<file path="src/hw/rtl/icanon_pkg.sv">
// Package for the identifier canonicalizer: shared types, character codes,
// verdict codes and small character-class functions.
// No dependencies; every other file of the block imports it.
package icanon_pkg;

    // Raw byte limit used when the top level is not given another value.
    localparam int unsigned MAX_RAW_BYTES_DEF = 4096;

    // Canonical length counter saturates at 8192, so it needs 14 bits.
    localparam int CANON_W = 14;
    localparam logic [CANON_W-1:0] CANON_SAT = 14'd8192;

    // Configuration register: largest allowed canonical length.
    localparam int CFG_W = 13;
    localparam logic [CFG_W-1:0] CFG_RESET = 13'd255;

    // Character codes that the rules single out.
    localparam logic [7:0] CH_SLASH = 8'h2F;
    localparam logic [7:0] CH_DOT   = 8'h2E;
    localparam logic [7:0] CH_UNDER = 8'h5F;
    localparam logic [7:0] CH_COLON = 8'h3A;
    localparam logic [7:0] CH_DASH  = 8'h2D;
    localparam logic [7:0] CH_UP_A  = 8'h41;
    localparam logic [7:0] CH_UP_Z  = 8'h5A;
    localparam logic [7:0] CASE_BIT = 8'h20;

    // Verdict status codes.
    typedef enum logic [1:0] {
        ST_OK        = 2'd0,
        ST_MALFORMED = 2'd1,
        ST_LIMIT     = 2'd2
    } t_status;

    // Failure reasons in priority order.
    typedef enum logic [3:0] {
        FR_NONE        = 4'd0,
        FR_EMPTY       = 4'd1,
        FR_RAW_LONG    = 4'd2,
        FR_UNPRINTABLE = 4'd3,
        FR_BLANK       = 4'd4,
        FR_ONLY_SLASH  = 4'd5,
        FR_CANON_LONG  = 4'd6,
        FR_BAD_START   = 4'd7,
        FR_BAD_CHAR    = 4'd8,
        FR_EMPTY_SEG   = 4'd9,
        FR_TRAIL_SEP   = 4'd10
    } t_reason;

    // First error found in the body of the identifier.
    typedef enum logic [1:0] {
        BE_NONE      = 2'd0,
        BE_BAD_CHAR  = 2'd1,
        BE_EMPTY_SEG = 2'd2
    } t_body_err;

    // One input transaction.
    typedef struct packed {
        logic [7:0] raw_byte;
        logic       end_of_id;
        logic       no_byte;
    } t_in_item;

    // One result transaction.
    typedef struct packed {
        logic [7:0] canon_byte;
        logic       canon_valid;
        logic       verdict_ready;
        logic [1:0] status;
        logic [3:0] fail_reason;
    } t_out_item;

    // UTF-8 checker status after the current byte.
    typedef struct packed {
        logic bad;
        logic pending;
    } t_utf8_stat;

    // ASCII whitespace: space, tab, line feed, vertical tab, form feed, return.
    function automatic logic is_ws(input logic [7:0] c);
        return (c == 8'h20) || (c >= 8'h09 && c <= 8'h0D);
    endfunction

    // Lower case letter or decimal digit.
    function automatic logic is_lalnum(input logic [7:0] c);
        return (c >= 8'h61 && c <= 8'h7A) || (c >= 8'h30 && c <= 8'h39);
    endfunction

    // Segment separator.
    function automatic logic is_sep(input logic [7:0] c);
        return (c == CH_DOT) || (c == CH_UNDER) || (c == CH_COLON) || (c == CH_DASH);
    endfunction

endpackage

</file>
<file path="src/hw/rtl/icanon_if.sv">
// Channel interfaces of the identifier canonicalizer: byte input, result
// output and configuration write. Each carries valid, ready and a payload.
// Depends on icanon_pkg.
interface icanon_in_if;
    import icanon_pkg::*;
    logic     valid;
    logic     ready;
    t_in_item data;
    modport source (output valid, output data, input ready);
    modport sink   (input valid, input data, output ready);
endinterface

interface icanon_out_if;
    import icanon_pkg::*;
    logic      valid;
    logic      ready;
    t_out_item data;
    modport source (output valid, output data, input ready);
    modport sink   (input valid, input data, output ready);
endinterface

interface icanon_cfg_if;
    import icanon_pkg::*;
    logic             valid;
    logic             ready;
    logic [CFG_W-1:0] data;
    modport source (output valid, output data, input ready);
    modport sink   (input valid, input data, output ready);
endinterface

</file>
<file path="src/hw/rtl/icanon_utf8.sv">
// Strict UTF-8 well-formedness tracker with control byte detection.
// Reports the status after the current byte. Depends on icanon_pkg.
module icanon_utf8 (
    input  logic                   i_clk,
    input  logic                   i_rst_n,
    input  logic                   i_en,
    input  logic                   i_clr,
    input  logic [7:0]             i_byte,
    output icanon_pkg::t_utf8_stat o_stat
);
    import icanon_pkg::*;

    logic [1:0] r_pending, n_pending;
    logic [7:0] r_lo, n_lo;
    logic [7:0] r_hi, n_hi;
    logic       r_bad, n_bad;

    // Next state for one byte: continuation range check or lead byte decode.
    always_comb begin
        n_pending = r_pending;
        n_lo      = r_lo;
        n_hi      = r_hi;
        n_bad     = r_bad;
        if (i_en) begin
            if (r_pending != 2'd0) begin
                if (i_byte < r_lo || i_byte > r_hi) begin
                    n_bad     = 1'b1;
                    n_pending = 2'd0;
                end else begin
                    n_pending = r_pending - 2'd1;
                    n_lo      = 8'h80;
                    n_hi      = 8'hBF;
                end
            end else begin
                n_lo = 8'h80;
                n_hi = 8'hBF;
                if (i_byte < 8'h80) begin
                    if ((i_byte < 8'h20 && !is_ws(i_byte)) || i_byte == 8'h7F) begin
                        n_bad = 1'b1;
                    end
                end else if (i_byte >= 8'hC2 && i_byte <= 8'hDF) begin
                    n_pending = 2'd1;
                end else if (i_byte >= 8'hE0 && i_byte <= 8'hEF) begin
                    n_pending = 2'd2;
                    if (i_byte == 8'hE0) n_lo = 8'hA0;
                    if (i_byte == 8'hED) n_hi = 8'h9F;
                end else if (i_byte >= 8'hF0 && i_byte <= 8'hF4) begin
                    n_pending = 2'd3;
                    if (i_byte == 8'hF0) n_lo = 8'h90;
                    if (i_byte == 8'hF4) n_hi = 8'h8F;
                end else begin
                    n_bad = 1'b1;
                end
            end
        end
    end

    // Status seen by the verdict logic for this transaction.
    assign o_stat.bad     = n_bad;
    assign o_stat.pending = (n_pending != 2'd0);

    // State is cleared at reset and once an identifier is finished.
    always_ff @(posedge i_clk) begin
        if (!i_rst_n || i_clr) begin
            r_pending <= 2'd0;
            r_lo      <= 8'h00;
            r_hi      <= 8'h00;
            r_bad     <= 1'b0;
        end else begin
            r_pending <= n_pending;
            r_lo      <= n_lo;
            r_hi      <= n_hi;
            r_bad     <= n_bad;
        end
    end

endmodule

</file>
<file path="src/hw/rtl/icanon_track.sv">
// Per-identifier tracking: trim phase, counters, segment rules, byte mapping
// and the final verdict. Produces the result for the accepted transaction.
// Depends on icanon_pkg.
module icanon_track #(
    parameter int unsigned MAX_RAW_BYTES = icanon_pkg::MAX_RAW_BYTES_DEF
) (
    input  logic                          i_clk,
    input  logic                          i_rst_n,
    input  logic                          i_accept,
    input  icanon_pkg::t_in_item          i_item,
    input  icanon_pkg::t_utf8_stat        i_utf8,
    input  logic [icanon_pkg::CFG_W-1:0]  i_max_len,
    output icanon_pkg::t_out_item         o_result
);
    import icanon_pkg::*;

    // Raw counter saturates at MAX_RAW_BYTES + 1.
    localparam int RAW_W = $clog2(MAX_RAW_BYTES + 2);
    localparam logic [RAW_W-1:0] RAW_LIMIT = RAW_W'(MAX_RAW_BYTES);

    logic               r_body, n_body;
    logic [RAW_W-1:0]   r_raw_cnt, n_raw_cnt;
    logic [CANON_W-1:0] r_canon_cnt, n_canon_cnt;
    logic [CANON_W-1:0] r_space_run, n_space_run;
    logic               r_last_sep, n_last_sep;
    logic               r_first_err, n_first_err;
    t_body_err          r_body_err, n_body_err;

    logic               has_byte;
    logic               finish;
    logic [7:0]         mapped;
    logic               emit;
    logic [CANON_W:0]   canon_sum;
    t_body_err          body_err_mid;
    t_reason            reason;
    t_status            status;

    assign has_byte = i_accept && !i_item.no_byte;
    assign finish   = i_accept && i_item.end_of_id;

    // Byte mapping: slash becomes dot, upper case folds to lower case.
    always_comb begin
        if (i_item.raw_byte == CH_SLASH) begin
            mapped = CH_DOT;
        end else if (i_item.raw_byte >= CH_UP_A && i_item.raw_byte <= CH_UP_Z) begin
            mapped = i_item.raw_byte | CASE_BIT;
        end else begin
            mapped = i_item.raw_byte;
        end
    end

    assign canon_sum = {1'b0, r_canon_cnt} + {1'b0, r_space_run} + {{CANON_W{1'b0}}, 1'b1};

    // Trimming, counting and commit of one canonical byte.
    always_comb begin
        n_body       = r_body;
        n_raw_cnt    = r_raw_cnt;
        n_canon_cnt  = r_canon_cnt;
        n_space_run  = r_space_run;
        n_last_sep   = r_last_sep;
        n_first_err  = r_first_err;
        n_body_err   = r_body_err;
        emit         = 1'b0;
        body_err_mid = r_body_err;
        if (has_byte) begin
            if (r_raw_cnt <= RAW_LIMIT) n_raw_cnt = r_raw_cnt + 1'b1;
            if (!r_body) begin
                if (!is_ws(i_item.raw_byte)) begin
                    n_body = 1'b1;
                    emit   = (i_item.raw_byte != CH_SLASH);
                end
            end else if (is_ws(i_item.raw_byte)) begin
                if (r_space_run != CANON_SAT) n_space_run = r_space_run + 1'b1;
            end else begin
                emit = 1'b1;
            end
        end
        if (emit) begin
            // Pending inner whitespace turns into unsupported characters.
            if (r_canon_cnt == '0 && (r_space_run != '0 || !is_lalnum(mapped))) begin
                n_first_err = 1'b1;
            end
            if (r_space_run != '0 && r_body_err == BE_NONE) body_err_mid = BE_BAD_CHAR;
            if (body_err_mid == BE_NONE) begin
                if (is_lalnum(mapped)) begin
                    n_last_sep = 1'b0;
                end else if (!is_sep(mapped)) begin
                    body_err_mid = BE_BAD_CHAR;
                end else if (r_last_sep) begin
                    body_err_mid = BE_EMPTY_SEG;
                end else begin
                    n_last_sep = 1'b1;
                end
            end
            n_body_err  = body_err_mid;
            n_canon_cnt = (canon_sum > {1'b0, CANON_SAT}) ? CANON_SAT : canon_sum[CANON_W-1:0];
            n_space_run = '0;
        end
    end

    // Verdict in priority order, taken from the state after this byte.
    always_comb begin
        reason = FR_NONE;
        if (n_raw_cnt == '0) begin
            reason = FR_EMPTY;
        end else if (n_raw_cnt > RAW_LIMIT) begin
            reason = FR_RAW_LONG;
        end else if (i_utf8.bad || i_utf8.pending) begin
            reason = FR_UNPRINTABLE;
        end else if (!n_body) begin
            reason = FR_BLANK;
        end else if (n_canon_cnt == '0) begin
            reason = FR_ONLY_SLASH;
        end else if (n_canon_cnt > {1'b0, i_max_len}) begin
            reason = FR_CANON_LONG;
        end else if (n_first_err) begin
            reason = FR_BAD_START;
        end else if (n_body_err == BE_BAD_CHAR) begin
            reason = FR_BAD_CHAR;
        end else if (n_body_err == BE_EMPTY_SEG) begin
            reason = FR_EMPTY_SEG;
        end else if (n_last_sep) begin
            reason = FR_TRAIL_SEP;
        end
        if (reason == FR_NONE) begin
            status = ST_OK;
        end else if (reason == FR_RAW_LONG || reason == FR_CANON_LONG) begin
            status = ST_LIMIT;
        end else begin
            status = ST_MALFORMED;
        end
    end

    // Result for the accepted transaction.
    assign o_result.canon_byte    = emit ? mapped : 8'h00;
    assign o_result.canon_valid   = emit;
    assign o_result.verdict_ready = i_item.end_of_id;
    assign o_result.status        = i_item.end_of_id ? status : ST_OK;
    assign o_result.fail_reason   = i_item.end_of_id ? reason : FR_NONE;

    // State registers; a finished identifier starts the next one clean.
    always_ff @(posedge i_clk) begin
        if (!i_rst_n || finish) begin
            r_body      <= 1'b0;
            r_raw_cnt   <= '0;
            r_canon_cnt <= '0;
            r_space_run <= '0;
            r_last_sep  <= 1'b0;
            r_first_err <= 1'b0;
            r_body_err  <= BE_NONE;
        end else begin
            r_body      <= n_body;
            r_raw_cnt   <= n_raw_cnt;
            r_canon_cnt <= n_canon_cnt;
            r_space_run <= n_space_run;
            r_last_sep  <= n_last_sep;
            r_first_err <= n_first_err;
            r_body_err  <= n_body_err;
        end
    end

endmodule

</file>
<file path="src/hw/rtl/icanon_obuf.sv">
// Result buffer: an output register backed by one skid entry, so the input
// side can take one more result while the output is stalled. Depends on icanon_pkg.
module icanon_obuf (
    input  logic                  i_clk,
    input  logic                  i_rst_n,
    input  logic                  i_valid,
    input  icanon_pkg::t_out_item i_data,
    output logic                  o_ready,
    output logic                  o_valid,
    output icanon_pkg::t_out_item o_data,
    input  logic                  i_out_ready
);
    import icanon_pkg::*;

    logic      r_main_valid;
    t_out_item r_main;
    logic      r_skid_valid;
    t_out_item r_skid;
    logic      pop;

    assign o_ready = !r_skid_valid;
    assign o_valid = r_main_valid;
    assign o_data  = r_main;
    assign pop     = r_main_valid && i_out_ready;

    // Control: main register drains first, skid refills it.
    always_ff @(posedge i_clk) begin
        if (!i_rst_n) begin
            r_main_valid <= 1'b0;
            r_skid_valid <= 1'b0;
        end else if (pop) begin
            if (r_skid_valid) begin
                r_skid_valid <= 1'b0;
            end else begin
                r_main_valid <= i_valid;
            end
        end else if (!r_main_valid) begin
            r_main_valid <= i_valid;
        end else if (i_valid) begin
            r_skid_valid <= 1'b1;
        end
    end

    // Payload: no reset needed.
    always_ff @(posedge i_clk) begin
        if (pop) begin
            r_main <= r_skid_valid ? r_skid : i_data;
        end else if (!r_main_valid) begin
            r_main <= i_data;
        end else if (i_valid && !r_skid_valid) begin
            r_skid <= i_data;
        end
    end

endmodule

</file>
<file path="src/hw/rtl/identifier_canonicalizer_top.sv">
// Identifier canonicalizer, top level: configuration register, UTF-8 checker,
// identifier tracker and result buffer. Depends on icanon_pkg, icanon_if,
// icanon_utf8, icanon_track and icanon_obuf.
//
// The block takes one raw identifier byte per transaction and returns exactly
// one result per transaction, registered in the result buffer. A new byte can
// be accepted every cycle while the skid entry is free; the whole per-byte update
// (trim state, counters, UTF-8 check, verdict) is one level of logic in front
// of the result register. A one-entry skid stage behind it lets the input take
// one more transaction while a result waits; input ready drops only when both
// entries are full. The configuration channel is always ready; the user must
// write the length limit only while no identifier is in progress (not enforced).
module identifier_canonicalizer_top #(
    parameter int unsigned MAX_RAW_BYTES = icanon_pkg::MAX_RAW_BYTES_DEF
) (
    input  logic         i_clk,
    input  logic         i_rst_n,
    icanon_in_if.sink    i_in,
    icanon_out_if.source o_out,
    icanon_cfg_if.sink   i_cfg
);
    import icanon_pkg::*;

    logic             r_max_len;
    logic [CFG_W-1:0] r_max_len_q;
    logic             accept;
    logic             in_ready;
    t_utf8_stat       utf8_stat;
    t_out_item        result;
    logic             out_valid;
    t_out_item        out_data;

    assign accept      = i_in.valid && in_ready;
    assign i_in.ready  = in_ready;
    assign i_cfg.ready = 1'b1;
    assign o_out.valid = out_valid;
    assign o_out.data  = out_data;

    // Configuration register: canonical length limit.
    always_ff @(posedge i_clk) begin
        if (!i_rst_n) begin
            r_max_len_q <= CFG_RESET;
            r_max_len   <= 1'b0;
        end else if (i_cfg.valid) begin
            r_max_len_q <= i_cfg.data;
            r_max_len   <= 1'b1;
        end
    end

    // UTF-8 and control byte checking.
    icanon_utf8 u_utf8 (
        .i_clk   (i_clk),
        .i_rst_n (i_rst_n),
        .i_en    (accept && !i_in.data.no_byte),
        .i_clr   (accept && i_in.data.end_of_id),
        .i_byte  (i_in.data.raw_byte),
        .o_stat  (utf8_stat)
    );

    // Trimming, mapping, counters and verdict.
    icanon_track #(
        .MAX_RAW_BYTES (MAX_RAW_BYTES)
    ) u_track (
        .i_clk     (i_clk),
        .i_rst_n   (i_rst_n),
        .i_accept  (accept),
        .i_item    (i_in.data),
        .i_utf8    (utf8_stat),
        .i_max_len (r_max_len_q),
        .o_result  (result)
    );

    // Result register with skid entry.
    icanon_obuf u_obuf (
        .i_clk       (i_clk),
        .i_rst_n     (i_rst_n),
        .i_valid     (accept),
        .i_data      (result),
        .o_ready     (in_ready),
        .o_valid     (out_valid),
        .o_data      (out_data),
        .i_out_ready (o_out.ready)
    );

    // A byte that is not emitted reads as zero, and verdict fields stay zero
    // on results that carry no verdict.
    a_idle_fields_zero : assert property (@(posedge i_clk) disable iff (!i_rst_n)
        out_valid && !out_data.verdict_ready |->
            out_data.status == ST_OK && out_data.fail_reason == FR_NONE)
        else $error("verdict fields set on a result without verdict");

    a_no_byte_zero : assert property (@(posedge i_clk) disable iff (!i_rst_n)
        out_valid && !out_data.canon_valid |-> out_data.canon_byte == 8'h00)
        else $error("canonical byte set without canon_valid");

    // Emitted bytes are already canonical: no slash, no upper case.
    a_byte_canonical : assert property (@(posedge i_clk) disable iff (!i_rst_n)
        out_valid && out_data.canon_valid |->
            out_data.canon_byte != CH_SLASH &&
            !(out_data.canon_byte >= CH_UP_A && out_data.canon_byte <= CH_UP_Z))
        else $error("non-canonical byte emitted");

    // Limit status goes with the two length reasons only.
    a_status_reason : assert property (@(posedge i_clk) disable iff (!i_rst_n)
        out_valid && out_data.verdict_ready && out_data.status == ST_LIMIT |->
            out_data.fail_reason == FR_RAW_LONG || out_data.fail_reason == FR_CANON_LONG)
        else $error("limit status with wrong reason");

    // An accepted final byte always leaves a result waiting in the buffer.
    a_end_reaches_out : assert property (@(posedge i_clk) disable iff (!i_rst_n)
        accept && i_in.data.end_of_id |=> out_valid)
        else $error("final transaction produced no result");

    // The configuration channel never stalls and each write lands.
    a_cfg_written : assert property (@(posedge i_clk) disable iff (!i_rst_n)
        i_cfg.valid |=> r_max_len && r_max_len_q == $past(i_cfg.data))
        else $error("configuration write lost");

endmodule
</file>
<file path="src/flat_wrapper.sv">
// flat-port wrapper written by rule: the top's interface ports become plain ports
module identifier_canonicalizer_top_flat import icanon_pkg::*;
#(
    parameter int unsigned MAX_RAW_BYTES = icanon_pkg::MAX_RAW_BYTES_DEF
)
  (i_clk, i_rst_n, i_in_valid, i_in_data, i_in_ready, o_out_valid, o_out_data, o_out_ready, i_cfg_valid, i_cfg_data, i_cfg_ready);
  icanon_in_if i_in_i ();
  icanon_out_if o_out_i ();
  icanon_cfg_if i_cfg_i ();
  input  logic i_clk;
  input  logic i_rst_n;
  input wire logic [$bits(i_in_i.valid)-1:0] i_in_valid;
  input wire logic [$bits(i_in_i.data)-1:0] i_in_data;
  output wire logic [$bits(i_in_i.ready)-1:0] i_in_ready;
  output wire logic [$bits(o_out_i.valid)-1:0] o_out_valid;
  output wire logic [$bits(o_out_i.data)-1:0] o_out_data;
  input wire logic [$bits(o_out_i.ready)-1:0] o_out_ready;
  input wire logic [$bits(i_cfg_i.valid)-1:0] i_cfg_valid;
  input wire logic [$bits(i_cfg_i.data)-1:0] i_cfg_data;
  output wire logic [$bits(i_cfg_i.ready)-1:0] i_cfg_ready;
  assign i_in_i.valid = i_in_valid;
  assign i_in_i.data = i_in_data;
  assign i_in_ready = i_in_i.ready;
  assign o_out_valid = o_out_i.valid;
  assign o_out_data = o_out_i.data;
  assign o_out_i.ready = o_out_ready;
  assign i_cfg_i.valid = i_cfg_valid;
  assign i_cfg_i.data = i_cfg_data;
  assign i_cfg_ready = i_cfg_i.ready;
  identifier_canonicalizer_top #(.MAX_RAW_BYTES(MAX_RAW_BYTES)) u_core (.i_clk(i_clk), .i_rst_n(i_rst_n), .i_in(i_in_i), .o_out(o_out_i), .i_cfg(i_cfg_i));
endmodule
</file>
<file path="config.mk">
export PLATFORM = sky130hd
export DESIGN_NAME = identifier_canonicalizer_top_flat
export DESIGN_NICKNAME = d
export VERILOG_FILES = /design/src/hw/rtl/icanon_pkg.sv /design/src/hw/rtl/icanon_if.sv /design/src/hw/rtl/icanon_utf8.sv /design/src/hw/rtl/icanon_track.sv /design/src/hw/rtl/icanon_obuf.sv /design/src/hw/rtl/identifier_canonicalizer_top.sv /design/src/flat_wrapper.sv
export SDC_FILE = /design/constraint.sdc
export NUM_CORES = 1
export LEC_CHECK = 0
export BUFFER_PORTS_ARGS = -buffer_cell sky130_fd_sc_hd__buf_2
export CAP_MARGIN = 25
export CORE_ASPECT_RATIO = 1.5
export CORE_MARGIN = 5
export CORE_UTILIZATION = 40
export CTS_CLUSTER_DIAMETER = 60
export DETAILED_ROUTE_END_ITERATION = 6
export PLACE_DENSITY = 0.58
export SYNTH_ARGS = -nofsm -noshare
export SYNTH_HDL_FRONTEND = slang
export SYNTH_SLANG_ARGS = --single-unit
</file>
<file path="constraint.sdc">
create_clock -name i_clk -period 10.6 [get_ports i_clk]
set_clock_uncertainty 0.15 [all_clocks]
set_input_delay 1.06 -clock i_clk [delete_from_list [all_inputs] [get_ports i_clk]]
set_output_delay 1.06 -clock i_clk [all_outputs]
set_load 0.03 [all_outputs]
</file>
# == Word-level counts from Yosys, hierarchy flattened ==
# Cells that the tools add are included.
# W data, S select, Z words.
# totals
output_inout_bits,19
register_bits,112
in_bits,28
word_cells,196
# classes
addsub,5
bitwise,2
n_eq_ne,20
reduce_logical,46
n_mux,77
magnitude_cmp,22
# op_table
cell,n
$mux W8,12
$mux W16,3
$mux W4,11
$eq A8 B6 Y1 const B,5
$mux W2,17
$eq A8 B8 Y1 const B,4
$mux W6,5
$logic_not A14 Y1,2
$mux W14,2
$mux W13,2
$ge A8 B8 Y1 const B,3
$le A8 B8 Y1 const B,3
$mux W1,23
$eq A8 B7 Y1 const B,2
$ge A8 B7 Y1 const B,2
$le A8 B7 Y1 const B,2
$add A14 B14 Y15,1
$add A15 B1 Y15 const B,1
$gt A15 B14 Y1 const B,1
$logic_and A1 B1 Y1,15
$add A14 B1 Y14 const B,1
$gt A14 B13 Y1,1
$ne A14 B14 Y1 const B,1
$reduce_bool A14 Y1,1
31 further kinds,52

# == Depth between registers and ports, before layout ==
# Gate-level depths: netlist (run 1).
# depth
depth_word,29
depth_mapped,23
mapped_depth_nobuf,23

# == By module ==
# From an unflattened synthesis (run 1), not the netlist that was laid out.
# hier_totals
hier_cells,766
area_unflattened_um2,6906.6
# modules_own_cells
module,instances,seq_area_each_um2,area_each_um2,cells_each
icanon_track,1,920.9,4246.6,554
icanon_obuf,1,1001.0,1297.5,61
icanon_utf8,1,160.2,845.8,104
identifier_canonicalizer_top,1,260.2,516.7,47

# == Worst setup path after synthesis (run 1) ==
# OpenSTA, ideal clock, no wires.
# synth_path
path_type,input port to flip-flop
from,in i_in_data[9]
to,"reg u_core.u_obuf.r_main (netlist bit u_core.u_obuf.o_data[5]), data pin"
n_path_buf,3
required_ps,10190
t_arrival_ps,5035
path_slack_ps,5154
setup_ps,260
stages,19
path_cell_list,buf_6 > or3_1 > o41a_1 > nand3_2 > buf_1 > clkbuf_1 > nand2_1 > o31ai_1 > ha_1 > a21o_1 > a21oi_1 > o221ai_1 > a2111oi_0 > a2bb2oi_1 > o211ai_1 > o21bai_1 > a41o_1 > nor3b_2 > mux2_4
# synth_lines
element,line,source
start: declaration,flat_wrapper.sv:13,input wire logic [$bits(i_in_i.data)-1:0] i_in_data;
end signal: assignment,icanon_obuf.sv:47,r_main <= r_skid_valid ? r_skid : i_data;
end signal: assignment,icanon_obuf.sv:49,r_main <= i_data;
end: declaration,icanon_obuf.sv:16,t_out_item r_main;

==> run metrics, run 1 <==
RSZ-0062 raised after global routing false; most frequent cells in the layout nor2_1, nand2_1, dfxtp_1; worst skew pair latency 350 ps; element type at the critical path end register; maximum fanout along the worst path 11; count of mapped cells out of synthesis 753; min-delay src u_core.u_track.r_first_err$_SDFF_PP0_; Antenna Nets Post-Route 0; Syn-to-layout area delta 10.1%; post-CTS setup buffers 0; via density per instance 5.70; Netlist cell types 79; Static Leakage 3.01 nW; cell count after placement 972; FILL cells 1,603; cts-stage hold buffer count 0; max incr delay on CP 810 ps; die area 18,900 um^2; post-synthesis register bit count 101; CTS sink count 101; most common cell after layout, fill and taps aside nor2_1; Final Util 0.444; Period Utilization, post-route 0.562; FF+latch area 2340 um^2; Crit path max-delay family compound AO/OA/AOI/OAI gates; FP Rows 57; Critical-path top delay cell a31oi_1; Required @ worst endpoint 10,550 ps; I/O pins 47; Hold WC Path Type register to register; DR WL/cell 17.6 um; top-area cell type share of the netlist area 0.214; initial antenna violation count 0; Worst R2R Setup Slack 4640 ps; PD cells 124 nW/um^2; fin cells 988; final hold vios 0; Antenna Cells 0; Final Net Count 846; Fmax achieved 0.168 GHz; Hold Crit Endpoint u_core.u_track.r_first_err$_SDFF_PP0_; 1st-iter DRT viols 521; post-cts repair resize count 0; fin. max-slew vios 0; CTS H-tree depth 3; Slew HR 0.347; Synth Flop Type dfxtp_1; largest net degree at the start of global routing 41; Critical R2R Launch u_core.u_track.r_space_run[0]$_SDFFE_PP0P_; register area share after synthesis 0.362; Buffers & Inverters on Critical Path 1; Overflow after GRT 0; Mean Syn Cell Area 8.59 um^2; clock root cell clkbuf_16; Post-Syn Area 6460 um^2; worst-path cell chain inv_1 > ha_1 > fa_1 > nand2b_1 > a21o_1 > nand2_1 > a21oi_1 > a31oi_1 > o31ai_1 > ha_1 > a21o_1 > a21oi_1 > o221ai_1 > a2111oi_0 > a2bb2oi_1 > o211ai_1 > o21bai_1 > a41o_1 > nor3b_2 > mux2_4; Crit path depth 20; core area 16,000 um^2; Ys Warns 0; status complete, no violations; setup TNS 0 ps; Die Y 166 um; layout cells sized above 1 0.113; clock buffer count from CTS 9; CP startpoint kind register; GR Util All Layers 0.183; top cells by area, synth dfxtp_1, edfxtp_1, ha_1; clk buf depth 2; WHS Path Cells 2; global-route wire length before repair 28.0 mm; r2r endpoint u_core.u_obuf.o_data[5]$_DFFE_PN_; Async SR Flop Fraction 0; fin crit period 5960 ps; # setup viols final 0; routed vias 5,629; Initial DRT Pass Iterations 6; clk slew on worst S/H paths 70 ps; largest area contributor in the netlist dfxtp_1; CP arrival 5910 ps; drc violations 0; worst-margin pin slew 975 ps; placer congestion estimate 0.881; CTS tree done; Routed WL 17.4 mm; Die Wd 114 um; max-capacitance violation count 0; Initial Util 0.403; vias in the first global route 5,523; number of enable flip-flop cells after synthesis 32; dpl hpwl 13.7 mm; net count of the mapped netlist 822; multi-input logic area 3770 um^2; worst r2r path cells 20; VDD IR-drop max 0.0744 mV; WS Path Type register to register; port bufs 45
worst register-to-register path, stage by stage (launching register included):
cell	delay, ps
dfxtp_1	370
inv_1	100
ha_1	210
fa_1	400
nand2b_1	210
a21o_1	230
nand2_1	120
a21oi_1	130
a31oi_1	810
o31ai_1	260
ha_1	370
a21o_1	180
a21oi_1	170
o221ai_1	130
a2111oi_0	450
a2bb2oi_1	320
o211ai_1	210
o21bai_1	200
a41o_1	250
nor3b_2	160
mux2_4	260
cells in the mapped netlist, drive strengths merged, types with 5 or more instances:
cell type and count:
mux2i 11, o21a 6, a211oi 8, inv 47
ha 40, o211ai 15, a21oi 33, nor3 13
dfxtp 69, nor2b 21, o21ai 22, xor2 20
o31ai 9, or3 5, nor4 12, edfxtp 32
and3 7, nand2 71, nand2b 6, xnor2 16
a31oi 13, nor2 86, clkbuf 18, and2 7
nand4 15, nand3 32, buf 17, a21o 20
through the flow:
step | hold slack (ps) | area, um^2 | worst slack, ps | power (mW)
2_1_floorplan | 290 | 6460 | 5150 | 0.508
3_3_place_gp | 316 | 6800 | 4540 | 0.540
3_5_place_dp | 320 | 6800 | 4410 | 0.543
4_1_cts | 336 | 7120 | 4710 | 0.893
5_1_grt | 372 | 7120 | 4270 | 0.924
6_report | 331 | 7120 | 4640 | 0.882
cells by family after synthesis:
kind of cell	Yosys count	synth area share
AO/OA/AOI/OAI	172	0.192
buffers and inverters	83	0.0544
flip-flops	101	0.362
other	1	0.000580
adder cells (fa/ha/maj)	41	0.0805
multiplexers	15	0.0246
AND/OR/NAND/NOR	304	0.237
XOR/XNOR	36	0.0488
cell type report:
| cell class | count | share of cell area |
|---|---|---|
| Timing Repair Buffer | 48 | 0.0348 |
| Tap cell | 206 | 0.0362 |
| Inverter | 48 | 0.0253 |
| Sequential cell | 101 | 0.329 |
| Clock buffer | 9 | 0.0316 |
| Multi-Input combinational cell | 569 | 0.530 |
| Clock inverter | 7 | 0.0134 |
power by group:
part / total [mW] / switching, mW / internal (mW)
Combinational: 0.115 / 0.0764 / 0.0383
Clock: 0.349 / 0.158 / 0.191
Sequential: 0.419 / 0.00624 / 0.413
flip-flops by register name (all words and copies together), names as in the netlist:
register	flops
u_core.u_track.r_last_sep	1
u_core.u_obuf.r_skid_valid	1
u_core.u_track.r_body_err	2
u_core.u_utf8.r_bad	1
u_core.u_track.r_space_run	14
u_core.u_track.r_first_err	1
u_core.u_track.r_canon_cnt	14
u_core.u_utf8.r_pending	2
u_core.u_obuf.o_data	16
u_core.u_utf8.r_hi	3
u_core.u_utf8.r_lo	2
u_core.r_max_len_q	13
u_core.u_obuf.o_valid	1
u_core.u_track.r_body	1
u_core.u_obuf.r_skid	16
u_core.u_track.r_raw_cnt	13
how the worst max path moves through the flow:
stage,from,to,slack [ps]
6_report,u_core.u_track.r_space_run[0]$_SDFFE_PP0P_,u_core.u_obuf.o_data[5]$_DFFE_PN_,4640
5_1_grt,u_core.u_track.r_space_run[0]$_SDFFE_PP0P_,u_core.u_obuf.o_data[5]$_DFFE_PN_,4270
2_1_floorplan,i_in_data[9],u_core.u_obuf.o_data[5]$_DFFE_PN_,5150
3_3_place_gp,i_in_data[8],u_core.u_obuf.o_data[5]$_DFFE_PN_,4540
4_1_cts,u_core.u_track.r_space_run[0]$_SDFFE_PP0P_,u_core.u_obuf.o_data[5]$_DFFE_PN_,4710
3_5_place_dp,i_in_data[8],u_core.u_obuf.o_data[5]$_DFFE_PN_,4410
per-layer routing:
| metal | wire [um] | vias to the layer above | global-route usage |
|---|---|---|---|
| li1 | - | 2771 | - |
| met1 | 7040 | 2660 | 0.208 |
| met2 | 9110 | 158 | 0.334 |
| met3 | 589 | 40 | 0.0226 |
| met4 | 665 | 0 | 0.0827 |
| met5 | 0 | - | 0 |
Power figures use the tool's default switching activity.
==> run 2, diff against run 1 <==
==> constraint.sdc (replaced) <==
create_clock -name i_clk -period 5.95 [get_ports i_clk]
set_clock_uncertainty 0.15 [all_clocks]
set_input_delay 0.595 -clock i_clk [delete_from_list [all_inputs] [get_ports i_clk]]
set_output_delay 0.595 -clock i_clk [all_outputs]
set_load 0.03 [all_outputs]
==> run 2 against run 1 <==
Effect of this change:
- non-clock buffer count is 4 higher
- largest cell class unchanged
- first-iteration DRC count is 24% lower
- die area stayed put
- critical path depth is 2 higher
- design area is 0.70% higher
- critical path type unchanged
- worst setup slack worse by 4300 ps
- power is 80% higher
- routed wire length is 1.1% higher
==> run metrics, run 2 (synthesis results as in run 1) <==
FP Rows 57 (unchanged); CTS H-tree depth 3 (unchanged); die area 18,900 um^2 (unchanged); Antenna Cells 0 (unchanged); Pwr Total 1.59 mW (was 882 uW); layout cells sized above 1 0.121 (was 0.113); Fmax achieved 0.177 GHz (was 0.168 GHz); drc violations 0 (unchanged); worst skew pair latency 350 ps (about the same); WHS Path Cells 3 (was 2); max incr delay on CP 410 ps (was 810 ps); Critical-path top delay cell a2111oi_1 (was a31oi_1); Worst R2R Setup Slack 300 ps (was 4640 ps); I/O pins 47 (unchanged); PD cells 222 nW/um^2 (was 124 nW/um^2); crit path from u_core.u_track.r_space_run[0]$_SDFFE_PP0P_ (unchanged); setup TNS 0 ps (unchanged); Initial Util 0.403 (unchanged); GR Util All Layers 0.186 (was 0.183); port bufs 45 (unchanged); CTS sink count 101 (unchanged); # setup viols final 0 (unchanged); DR WL/cell 17.7 um (was 17.6 um); Final Net Count 850 (was 846); 1st-iter DRT viols 397 (was 521); initial antenna violation count 0 (unchanged); Overflow after GRT 0 (unchanged); Die Y 166 um (unchanged); clock root cell clkbuf_16 (unchanged); WHS 306 ps (was 331 ps); Routed WL 17.6 mm (was 17.4 mm); maximum fanout along the worst path 3 (was 11); global-route wire length before repair 28.3 mm (was 28.0 mm); element type at the critical path end register (unchanged); via density per instance 5.67 (was 5.70); VDD IR-drop max 0.110 mV (was 0.0744 mV); clock buffer count from CTS 9 (unchanged); max-capacitance violation count 0 (unchanged); vias in the first global route 5,522 (was 5,523); fin. max-slew vios 0 (unchanged); Antenna Nets Post-Route 0 (unchanged); r2r endpoint u_core.u_obuf.o_data[5]$_DFFE_PN_ (unchanged); dpl hpwl 13.6 mm (was 13.7 mm); most common cell after layout, fill and taps aside nor2_1 (unchanged); Period Utilization, post-route 0.950 (was 0.562); largest net degree at the start of global routing 41 (unchanged); most frequent cells in the layout nor2_1, nand2_1, dfxtp_1 (unchanged); core area 16,000 um^2 (unchanged); Critical R2R Launch u_core.u_track.r_space_run[0]$_SDFFE_PP0P_ (unchanged); CP arrival 5600 ps (was 5910 ps); Die Wd 114 um (unchanged); status complete, no violations (unchanged); RSZ-0062 raised after global routing false (unchanged); Static Leakage 3.04 nW (was 3.01 nW); worst-path cell chain inv_1 > ha_1 > fa_1 > nand2b_1 > a21oi_2 > nor4_1 > or3_1 > a211oi_1 > nand4_1 > nor3_1 > o21ai_0 > o21ai_1 > ha_1 > nand4_1 > o221ai_1 > a2111oi_1 > a2bb2oi_1 > o211ai_1 > o21bai_1 > a41o_1 > nor3b_2 > mux2_4 (was inv_1 > ha_1 > fa_1 > nand2b_1 > a21o_1 > nand2_1 > a21oi_1 > a31oi_1 > o31ai_1 > ha_1 > a21o_1 > a21oi_1 > o221ai_1 > a2111oi_0 > a2bb2oi_1 > o211ai_1 > o21bai_1 > a41o_1 > nor3b_2 > mux2_4); worst-margin pin slew 803 ps (was 975 ps); routed vias 5,628 (was 5,629); fin crit period 5650 ps (was 5960 ps); Syn-to-layout area delta 10.9% (was 10.1%); CTS tree done (unchanged); worst r2r path cells 22 (was 20); clk buf depth 2 (unchanged); Initial DRT Pass Iterations 5 (was 6); final hold vios 0 (unchanged); placer congestion estimate 0.923 (was 0.881); CP startpoint kind register (unchanged); Slew HR 0.463 (was 0.347); CP endpoint u_core.u_obuf.o_data[5]$_DFFE_PN_ (unchanged); Required @ worst endpoint 5900 ps (was 10,550 ps); clk slew on worst S/H paths 80 ps (was 70 ps); WS Path Type register to register (unchanged); Hold WC Path Type input port to register (was register to register)
run 2: how the worst min path moves through the flow:
stage | end | slack, ps | startpoint
floorplan | u_core.u_utf8.r_hi[5]$_SDFFE_PP0P_ | 290 | u_core.u_utf8.r_hi[5]$_SDFFE_PP0P_
global placement | u_core.u_track.r_first_err$_SDFF_PP0_ | 320 | u_core.u_track.r_first_err$_SDFF_PP0_
detailed placement | u_core.u_utf8.r_hi[5]$_SDFFE_PP0P_ | 320 | u_core.u_utf8.r_hi[5]$_SDFFE_PP0P_
CTS | u_core.r_max_len_q[3]$_SDFFE_PN1P_ | 300 | i_cfg_data[3]
global route | u_core.r_max_len_q[3]$_SDFFE_PN1P_ | 310 | i_cfg_data[3]
finish | u_core.r_max_len_q[3]$_SDFFE_PN1P_ | 310 | i_cfg_data[3]
run 2: cell type report:
type	instances	area [um^2]
fillers	1577	8880
multi-input cells	569	3790
flip-flops and latches	101	2340
repair buffers	52	278
well taps	206	258
clock buffers	9	225
inverters	48	180
clock inverters	7	100
run 2: layer usage:
metal	track usage	vias up	wire, um
li1	-	2775	-
met1	0.209	2641	7040
met2	0.338	166	9250
met3	0.0266	46	614
met4	0.0863	0	703
met5	0	-	0
run 2: per-stage QoR:
step                       util  cell area (um^2)  instances  setup slack, ps
after floorplan               -              6460        753              969
after global placement    0.426              6830        976              198
after detailed placement  0.426              6830        976              190
after CTS                 0.446              7150        992              129
after global routing      0.447              7170        992             25.9
final                     0.447              7170        992              296
run 2: timing repair:
item                                    4_1_cts  5_1_grt
endpoints found under the setup margin        0        7
resized for setup                             0        6
buffers inserted                              0        0
hold buffers                                  0        0
run 2: where the power goes:
group          switching (mW)  internal [mW]  total, mW
Clock                   0.294          0.341      0.634
Combinational           0.138         0.0696      0.208
Sequential             0.0110          0.735      0.746
run 2: critical path, delay by kind of cell, from the launching register on:
family / cells / cell delay [ps]
AOI/OAI and AO/OA: 10 / 2360
and+or+nand+nor: 7 / 1270
adders and majority gates: 3 / 900
DFF: 1 / 380
muxes: 1 / 260
buffers and inverters: 1 / 100
==> run 3, diff against run 2 <==
--- a/config.mk
+++ b/config.mk
@@ -10,8 +10,10 @@
 export CORE_ASPECT_RATIO = 1.5
 export CORE_MARGIN = 5
 export CORE_UTILIZATION = 40
+export CTS_BUF_LIST = sky130_fd_sc_hd__clkbuf_4
 export CTS_CLUSTER_DIAMETER = 60
 export DETAILED_ROUTE_END_ITERATION = 6
+export MAX_ROUTING_LAYER = met4
 export PLACE_DENSITY = 0.58
 export SYNTH_ARGS = -nofsm -noshare
 export SYNTH_HDL_FRONTEND = slang
==> run 3 against run 2 <==
Effect of this change:
- clock power fell by 41%
- flip-flop and latch count unchanged
- sequential share of layout area up 0.69 points
- maximum frequency is 0.55% higher
- critical path type unchanged
- die area stayed put
- via count up 1.5%
- non-clock buffer count is 1 higher
- critical path depth unchanged
- largest cell class unchanged
- largest power group unchanged
- design area down 2.1%
- power shrank 16%
==> run metrics, run 3 (synthesis results as in run 1) <==
FP Rows 57 (unchanged); VDD IR-drop max 0.109 mV (was 0.110 mV); Worst R2R Setup Slack 330 ps (was 300 ps); GR Util All Layers 0.191 (was 0.186); I/O pins 47 (unchanged); M1 WL 7.18 mm (was 7.04 mm); CTS sink count 101 (unchanged); Final Net Count 851 (was 850); fin crit period 5620 ps (was 5650 ps); maximum fanout along the worst path 3 (unchanged); Overflow after GRT 0 (unchanged); clk slew on worst S/H paths 190 ps (was 80 ps); Final Util 0.438 (was 0.447); worst-margin pin slew 783 ps (was 803 ps); layout cells sized above 1 0.123 (was 0.121); core area 16,000 um^2 (unchanged); worst r2r path cells 22 (unchanged); element type at the critical path end register (unchanged); 1st-iter DRT viols 373 (was 397); dpl hpwl 13.8 mm (was 13.6 mm); min-delay src i_cfg_data[7] (was i_cfg_data[3]); CP startpoint kind register (unchanged); DR WL met3 649 um (was 614 um); Static Leakage 2.97 nW (was 3.04 nW); most common cell after layout, fill and taps aside nor2_1 (unchanged); routed vias 5,712 (was 5,628); initial antenna violation count 1 (was 0); worst skew pair latency 470 ps (was 350 ps); Syn-to-layout area delta 8.59% (was 10.9%); largest net degree at the start of global routing 41 (unchanged); status complete, no violations (unchanged); Critical R2R Launch u_core.u_track.r_space_run[0]$_SDFFE_PP0P_ (unchanged); clk buf depth 2 (unchanged); clock root cell clkbuf_4 (was clkbuf_16); Initial Util 0.403 (unchanged); max incr delay on CP 470 ps (was 410 ps); Buffers & Inverters on Critical Path 1 (unchanged); Critical-path top delay cell a2111oi_2 (was a2111oi_1); Fmax achieved 0.178 GHz (was 0.177 GHz); Die Wd 114 um (unchanged); final hold vios 0 (unchanged); worst-path cell chain inv_1 > ha_1 > fa_1 > nand2b_1 > a21oi_2 > nor4_1 > or3_1 > a211oi_1 > nand4_1 > nor3_1 > o21ai_0 > o21ai_1 > ha_1 > nand4_1 > o221ai_1 > a2111oi_2 > a2bb2oi_2 > o211ai_1 > o21bai_1 > a41o_1 > nor3b_2 > mux2_4 (was inv_1 > ha_1 > fa_1 > nand2b_1 > a21oi_2 > nor4_1 > or3_1 > a211oi_1 > nand4_1 > nor3_1 > o21ai_0 > o21ai_1 > ha_1 > nand4_1 > o221ai_1 > a2111oi_1 > a2bb2oi_1 > o211ai_1 > o21bai_1 > a41o_1 > nor3b_2 > mux2_4); top sig layer met4 (unchanged); post-CTS setup buffers 0 (unchanged); Required @ worst endpoint 6030 ps (was 5900 ps); Die Y 166 um (unchanged); fin. max-slew vios 0 (unchanged); cts-stage hold buffer count 0 (unchanged); Pwr Total 1.33 mW (was 1.59 mW); multi-input logic area 3790 um^2 (about the same); Hold Crit Endpoint u_core.r_max_len_q[7]$_SDFFE_PN1P_ (was u_core.r_max_len_q[3]$_SDFFE_PN1P_); vias in the first global route 5,502 (was 5,522); WS Path Type register to register (unchanged); Period Utilization, post-route 0.945 (was 0.950); routed wl met2 9.52 mm (was 9.25 mm); via density per instance 5.75 (was 5.67); Initial DRT Pass Iterations 5 (unchanged); r2r endpoint u_core.u_obuf.o_data[5]$_DFFE_PN_ (unchanged); Cell Area, Placed 6840 um^2 (was 6830 um^2); drc violations 0 (unchanged); DR WL/cell 18.0 um (was 17.7 um); # setup viols final 0 (unchanged); most frequent cells in the layout nor2_1, nand2_1, dfxtp_1 (unchanged); placer congestion estimate 0.937 (was 0.923); CTS H-tree depth 3 (unchanged); Slew HR 0.476 (was 0.463); Hold WC Path Type input port to register (unchanged); CTS tree done (unchanged); max-capacitance violation count 0 (unchanged); FF+latch area 2340 um^2 (unchanged); Antenna Nets Post-Route 0 (unchanged); CP arrival 5700 ps (was 5600 ps); Routed WL 17.8 mm (was 17.6 mm); die area 18,900 um^2 (unchanged); global-route wire length before repair 28.4 mm (was 28.3 mm); FILL cells 1,618 (was 1,577); Crit path max-delay family compound AO/OA/AOI/OAI gates (unchanged); design area 7020 um^2 (was 7170 um^2); port bufs 45 (unchanged); clock buffer count from CTS 9 (unchanged); WHS Path Cells 3 (unchanged); PD cells 190 nW/um^2 (was 222 nW/um^2)
## run 3: routing by layer
metal | GRT usage | vias to the layer above
li1 | - | 2798
met1 | 0.216 | 2736
met2 | 0.343 | 145
met3 | 0.0215 | 33
met4 | 0.0682 | 0
met5 | - | -
## run 3: final cells by class
| type | count | share of cell area |
|---|---|---|
| multi-input combinational | 569 | 0.540 |
| sequential | 101 | 0.334 |
| timing repair buffer | 53 | 0.0406 |
| tap | 206 | 0.0367 |
| inverter | 48 | 0.0257 |
| clock inverter | 7 | 0.0130 |
| clock buffer | 9 | 0.00962 |
| antenna | 1 | 0.000356 |
## run 3: through the flow
step                hold slack [ps]  TNS, ps  std cells  setup WS [ps]
CTS                             152        0        993           3.65
floorplan                       290        0        753            969
global placement                317        0        977            151
global route                    171    -11.4        994          -11.4
finish                          180        0        994            327
detailed placement              314    -11.7        977          -11.7
## run 3: worst max path at each step
stage,start,endpoint,slack [ps],cells after the start
after floorplan,i_in_data[9],u_core.u_obuf.o_data[5]$_DFFE_PN_,970,19
after global placement,u_core.u_track.r_space_run[0]$_SDFFE_PP0P_,u_core.u_obuf.o_data[5]$_DFFE_PN_,150,22
after detailed placement,u_core.u_track.r_space_run[0]$_SDFFE_PP0P_,u_core.u_obuf.o_data[5]$_DFFE_PN_,-10,22
after CTS,u_core.u_track.r_space_run[0]$_SDFFE_PP0P_,u_core.u_obuf.o_data[5]$_DFFE_PN_,4,22
after global routing,u_core.u_track.r_space_run[0]$_SDFFE_PP0P_,u_core.u_obuf.o_data[5]$_DFFE_PN_,-10,22
final,u_core.u_track.r_space_run[0]$_SDFFE_PP0P_,u_core.u_obuf.o_data[5]$_DFFE_PN_,330,22
## run 3: worst register-to-register path, stage by stage, from the launching register on
cell and delay (ps):
dfxtp_1 410, inv_1 100, ha_1 210, fa_1 400, nand2b_1 210, a21oi_2 210, nor4_1 80, or3_1 360
a211oi_1 250, nand4_1 130, nor3_1 190, o21ai_0 150, o21ai_1 260, ha_1 290, nand4_1 130, o221ai_1 130
a2111oi_2 470, a2bb2oi_2 210, o211ai_1 170, o21bai_1 200, a41o_1 260, nor3b_2 170, mux2_4 260
## run 3: what timing repair did
| item | in CTS | in global routing |
|---|---|---|
| setup endpoints to repair | 1 | 10 |
| cloned | 0 | 0 |
| resized for setup | 1 | 6 |
## run 3: power by group
group,internal [mW],switching (mW),total [mW]
Combinational,0.0698,0.138,0.207
Clock,0.104,0.272,0.376
Sequential,0.737,0.0112,0.748
Total,0.910,0.421,1.33
